`config.mk`:
```
export PLATFORM = sky130hd
export DESIGN_NAME = smm_cell
export DESIGN_NICKNAME = d
export VERILOG_FILES = /design/src/design/smm_pkg.sv /design/src/design/smm_cell.sv
export SDC_FILE = /design/constraint.sdc
export NUM_CORES = 1
export LEC_CHECK = 0
export BUFFER_PORTS_ARGS = -buffer_cell sky130_fd_sc_hd__buf_2
export CORE_AREA = 2 2 190 192
export CTS_BUF_LIST = sky130_fd_sc_hd__clkbuf_8
export DETAILED_ROUTE_END_ITERATION = 12
export DIE_AREA = 0 0 192 194
export GPL_TIMING_DRIVEN = 1
export HOLD_SLACK_MARGIN = 0.03
export PLACE_DENSITY = 0.61
export SYNTH_ARGS = -nofsm -noshare
export SYNTH_HDL_FRONTEND = slang
export SYNTH_SLANG_ARGS = --single-unit
```
`constraint.sdc`:
```
create_clock -name clock -period 8.2 [get_ports clock]
set_clock_uncertainty 0.1 [all_clocks]
set_input_delay 0.41 -clock clock [delete_from_list [all_inputs] [get_ports clock]]
set_output_delay 0.41 -clock clock [all_outputs]
set_load 0.005 [all_outputs]
```
`src/design/smm_pkg.sv`:
```
`timescale 1ns / 1ps
`default_nettype none
package smm_pkg;
   localparam int MAX_ORDER = 8;
   localparam int IDX_W = $clog2(MAX_ORDER);
   localparam int ELEM_W = 16;
   localparam int PROD_W = 2 * ELEM_W;
   localparam int ACC_W = 36;
   localparam int ORDER_W = 4;
   localparam logic [ORDER_W-1:0] ORDER_RESET = ORDER_W'(MAX_ORDER);

   localparam logic [1:0] KIND_WRITE_A = 2'd0;
   localparam logic [1:0] KIND_WRITE_B = 2'd1;
   localparam logic [1:0] KIND_COMPUTE = 2'd2;

   localparam logic [1:0] ST_IDLE = 2'd0;
   localparam logic [1:0] ST_RUN  = 2'd1;

   typedef logic [IDX_W-1:0] idx_type;
   typedef logic signed [ELEM_W-1:0] elem_type;
   typedef logic signed [ACC_W-1:0] acc_type;

   // Data handed from one cell to the next along the chain.
   typedef struct packed {
      logic     valid;
      logic     first;
      logic     last;
      idx_type  out_row;
      idx_type  out_col;
      acc_type  acc;
   } link_type;
endpackage
`default_nettype wire

```
`src/design/smm_cell.sv`:
```
`timescale 1ns / 1ps
`default_nettype none
module smm_cell
   import smm_pkg::*;
(
   input  wire logic     clock,
   input  wire logic     reset,
   input  wire logic     advance,
   input  wire logic     active,
   input  wire elem_type a_value,
   input  wire elem_type b_value,
   input  wire link_type link_in,
   output link_type      link_out
);
   link_type link_ff;
   logic signed [PROD_W-1:0] prod;
   acc_type base;

   // Each active cell adds one product term; the first cell of a chain starts at zero.
   assign prod = a_value * b_value;
   assign base = link_in.first ? '0 : link_in.acc;

   always_ff @(posedge clock) begin
      if (reset) begin
         link_ff.valid <= 1'b0;
      end else if (advance) begin
         link_ff.valid <= link_in.valid;
      end
      if (advance) begin
         link_ff.first   <= 1'b0;
         link_ff.last    <= link_in.last;
         link_ff.out_row <= link_in.out_row;
         link_ff.out_col <= link_in.out_col;
         link_ff.acc     <= active ? base + ACC_W'(prod) : base;
      end
   end

   assign link_out = link_ff;
endmodule
`default_nettype wire

```
Word level (Yosys, flattened, before mapping) --
Index checks and enable logic that the tools add are counted.
Word-level totals: bits in registers 44, bits of input ports 81
Operators by class: $mul 1, mux-type cells 2, add/subtract/negate cells 1
Operators by type and width (count):
- $mux 36 | 2
- $add 36x32->36 | 1
- $mul 16x16->32 | 1

Logic depth before layout (Yosys ltp) --
depth after elaboration 3, gate-level depth with buffers 23

Least setup slack after synthesis --
OpenSTA, ideal clock, no wires.
kind input port to flip-flop, start input a_value[15], end register link_ff, in the netlist link_out[35], data pin, arrival time 6.064 ns, required time 7.823 ns, library setup time 0.277 ns, path buffers 2, stages on the path 21, path slack 1.759 ns, cells stage by stage clkbuf_1 -> nand2_1 -> fa_1 -> fa_1 -> fa_1 -> inv_1 -> fa_1 -> fa_1 -> inv_1 -> fa_1 -> inv_1 -> ha_1 -> buf_2 -> a211oi_1 -> o21ai_1 -> a221oi_2 -> o2bb2ai_1 -> o32a_2 -> a21oi_4 -> mux2i_1 -> o2111ai_1
Between the ends: cells in the longest elaborated chain, start to end 3
Ends and longest elaborated chain:
- from (decl) | RTL line smm_cell.sv:10 | input wire elem_type a_value,
- $mul 16x16->32 | RTL line smm_cell.sv:20 | assign prod = a_value * b_value;
- $add 36x32->36 | RTL line smm_cell.sv:34 | link_ff.acc <= active ? base + ACC_W'(prod) : base;
- $mux 36 | RTL line smm_cell.sv:34
- to (decl) | RTL line smm_cell.sv:15 | link_type link_ff;
Every way passes these cells. A chain may end at the register's enable or synchronous reset.

Worst setup path after layout --
start input b_value[2], end register link_ff, in the netlist link_out[35], data pin
Between the ends: cells in the longest elaborated chain, start to end 3
Ends and longest elaborated chain:
- from (decl) | RTL line smm_cell.sv:11 | input wire elem_type b_value,
- $mul 16x16->32 | RTL line smm_cell.sv:20
- $add 36x32->36 | RTL line smm_cell.sv:34
- $mux 36 | RTL line smm_cell.sv:34
Every way passes these cells.

==> flow_summary.ini <==
[run_status]
status = completed

[worst_setup_path]
reg2reg_slack_ns = 7.39
path_cells = buf_2, and2_1, inv_1, fa_1, inv_1, fa_1, inv_1, fa_1, inv_1, fa_1, fa_1, inv_1, fa_1, inv_1, ha_1, a211oi_1, o21ai_1, a221oi_2, o2bb2ai_1, o32a_2, a21oi_4, mux2i_1, o2111ai_1
required_ns = 8.15
arrival_ns = 6.66
slowest_stage = fa_1
cp-end-kind = register
critPathLaunchType = input pin
rr_startpoint = link_out[44]
reg2regPathDepth = 2
cpPeakStageDelay_ns = 0.65
r2r_end = link_out[44]
path_class = in2reg
cp_max_fo = 16

[route]
vias = 9851
wirelength_mm = 32.9
first_pass_iters = 5
avgViaCountPerCell = 4.91
ant_nets = 0
detail_route.wl_per_cell_um = 16.4
drc = 0
first_iter_violations = 494

[sta]
setup_tns_ns = 0
fin_crit_ns = 6.71
worstMarginPinSlew_ns = 1.06
finalCritPeriodShare_pct = 81.8
fmax_ghz = 0.149
slew_headroom_pct = 29.6
setup_viol = 0
rsz0062_at_grt = no
slew_viol_final = 0
report.final.hold_viol_count = 0

[placed_design]
routabilityCongestion = 0.881
io_buffers = 124
dp_hpwl_mm = 28.3

[clock_network]
cts_resized = 0
cts_hold_buf = 0
cts_buffers = 5
cts_root_buf = clkbuf_8
clockBufferDepth = 2
h-tree-depth = 2
clk_pin_slew_ns = 0.11
clock_sinks = 44
cts_tree = built
clkLatencyLatePin_ns = 0.31
post_cts_buffers = 0

[finish]
diodes = 0
finalNetCount = 2047
drive_gt1_share_pct = 11.4
areaGrowthSynthToFinish_pct = 8.07
largest_reg_flops = 44

[job]
maxCapViolCount = 0

[global_route]
antenna_found_initial = 0
grt_max_degree = 45
grtUsageTotal_pct = 18.7
grt_util_met1_pct = 22.9
grt_pass1_vias = 10700
grt_overflow = 0
use_met3_pct = 2.17
grtUsageMet2_pct = 35.6
top_usage_layer = met2
grt_pass1_wl_mm = 54.8

[synth]
synth-edff-count = 43
syn-instance-count = 1460
synth_top_area_share_pct = 45.1
ys_ff_latch = 44
synthTopCellsByArea = fa_1 45%, inv_1 11%, ha_1 9.6%
synthArstFlopShare_pct = 0
ys_seq_area_share_pct = 9.40
ys_warn_count = 0
yosysTopAreaCell = fa_1
synth_ff_type = edfxtp_1
syn_area_mm2 = 0.0140
synth_nets = 1962
synth_cell_types = 68
syn_avg_cell_area_um2 = 9.56

[die]
coreArea_mm2 = 0.0352
std_cell_rows = 69
die_height_um = 194
start_util_pct = 39.6
dieArea_mm2 = 0.0372
die_width_um = 192
ios = 126

[worst_hold_path]
min_path_cells = 1
worstHoldStart = link_in[39]
min_to = link_out[39]
hp-class = in2reg
==> cell usage after synthesis (14+ instances only) <==
cell	count
a21oi_1	19
and2_1	127
clkbuf_1	42
edfxtp_1	43
fa_1	314
ha_1	107
inv_1	398
mux2_2	18
nand2_1	133
nand3_1	18
nor2_1	30
nor2b_1	36
nor3_1	14
o21ai_0	21
xnor2_1	14
==> how the worst max path moves through the flow <==
stage / depth (start not counted) / start / endpoint
4_1_cts: 21 / a_value[15] / link_out[35]
2_1_floorplan: 21 / a_value[15] / link_out[35]
6_report: 23 / b_value[2] / link_out[35]
5_1_grt: 21 / a_value[15] / link_out[35]
3_3_place_gp: 21 / a_value[15] / link_out[35]
3_5_place_dp: 21 / a_value[15] / link_out[35]
==> cells by family after synthesis <==
group	count (synthesis)	share of synthesized area [%]
AO/OA/AOI/OAI	112	6.10
XOR/XNOR	23	1.44
adder cells (fa/ha/maj)	421	54.6
buffers and inverters	446	12.2
flip-flops	44	9.40
multiplexers	22	1.75
other	1	0.0269
AND/OR/NAND/NOR	391	14.5
==> per-stage QoR <==
stage               instance area [um^2]  instances  utilization (%)  hold WS (ns)  worst slack [ns]
detailed placement                 15000       1999             42.5         0.450              1.16
global placement                   15000       1999             42.5         0.373              1.26
CTS                                15100       2007             42.8         0.152              1.50
global route                       15100       2007             42.8         0.146              1.13
finish                             15100       2007             42.8         0.165              1.49
floorplan                          14000       1460                -         0.382              1.76
==> area by class of cell <==
| type | instances | area [um^2] |
|---|---|---|
| Clock buffer | 5 | 68.8 |
| Sequential cell | 44 | 1310 |
| Timing Repair Buffer | 126 | 636 |
| Tap cell | 461 | 577 |
| Inverter | 398 | 1490 |
| Clock inverter | 3 | 46.3 |
| Multi-Input combinational cell | 970 | 10900 |
| Fill cell | 3573 | 20100 |
==> metal layers <==
metal  wire length (um)  vias up
li1                   -     4533
met1              13000     5109
met2              18400      179
met3               1070       30
met4                488        0
met5                  0        -
==> placed cells by master (no fill, tap or decap), types with 3 or more instances in the layout <==
cell	netlist	layout
nor2b_1	36	36
ha_1	107	107
o21a_1	4	4
a31oi_1	4	4
buf_2	2	124
a211oi_1	6	6
and2_1	127	127
or2_2	3	3
mux2_2	18	18
xor2_1	9	9
clkbuf_8	0	5
and3_1	3	3
o2bb2ai_1	3	3
xnor2_1	14	14
nand2_1	133	133
nor3_1	14	14
o21bai_1	3	3
o2111ai_1	3	3
o21ai_2	4	4
nand2b_1	6	6
inv_1	398	398
o211ai_2	3	3
edfxtp_1	43	43
o21ai_1	4	4
fa_1	314	314
mux2i_1	3	3
nand3_1	18	18
or3_1	4	4
a21oi_2	4	4
o21ai_0	21	21
a21o_1	8	8
a21oi_1	19	19
nor4_1	3	3
a311oi_1	3	3
nor2_1	30	30
==> critical path, delay by kind of cell <==
kind,cells,cell delay (ns)
fa+ha+maj,7,3.48
compound gates,7,1.62
buf+inv,7,0.72
simple gates,1,0.22
mux,1,0.21
Power is not shown: default switching activity piles up to over one toggle a cycle in this logic, so the estimate is an artifact.
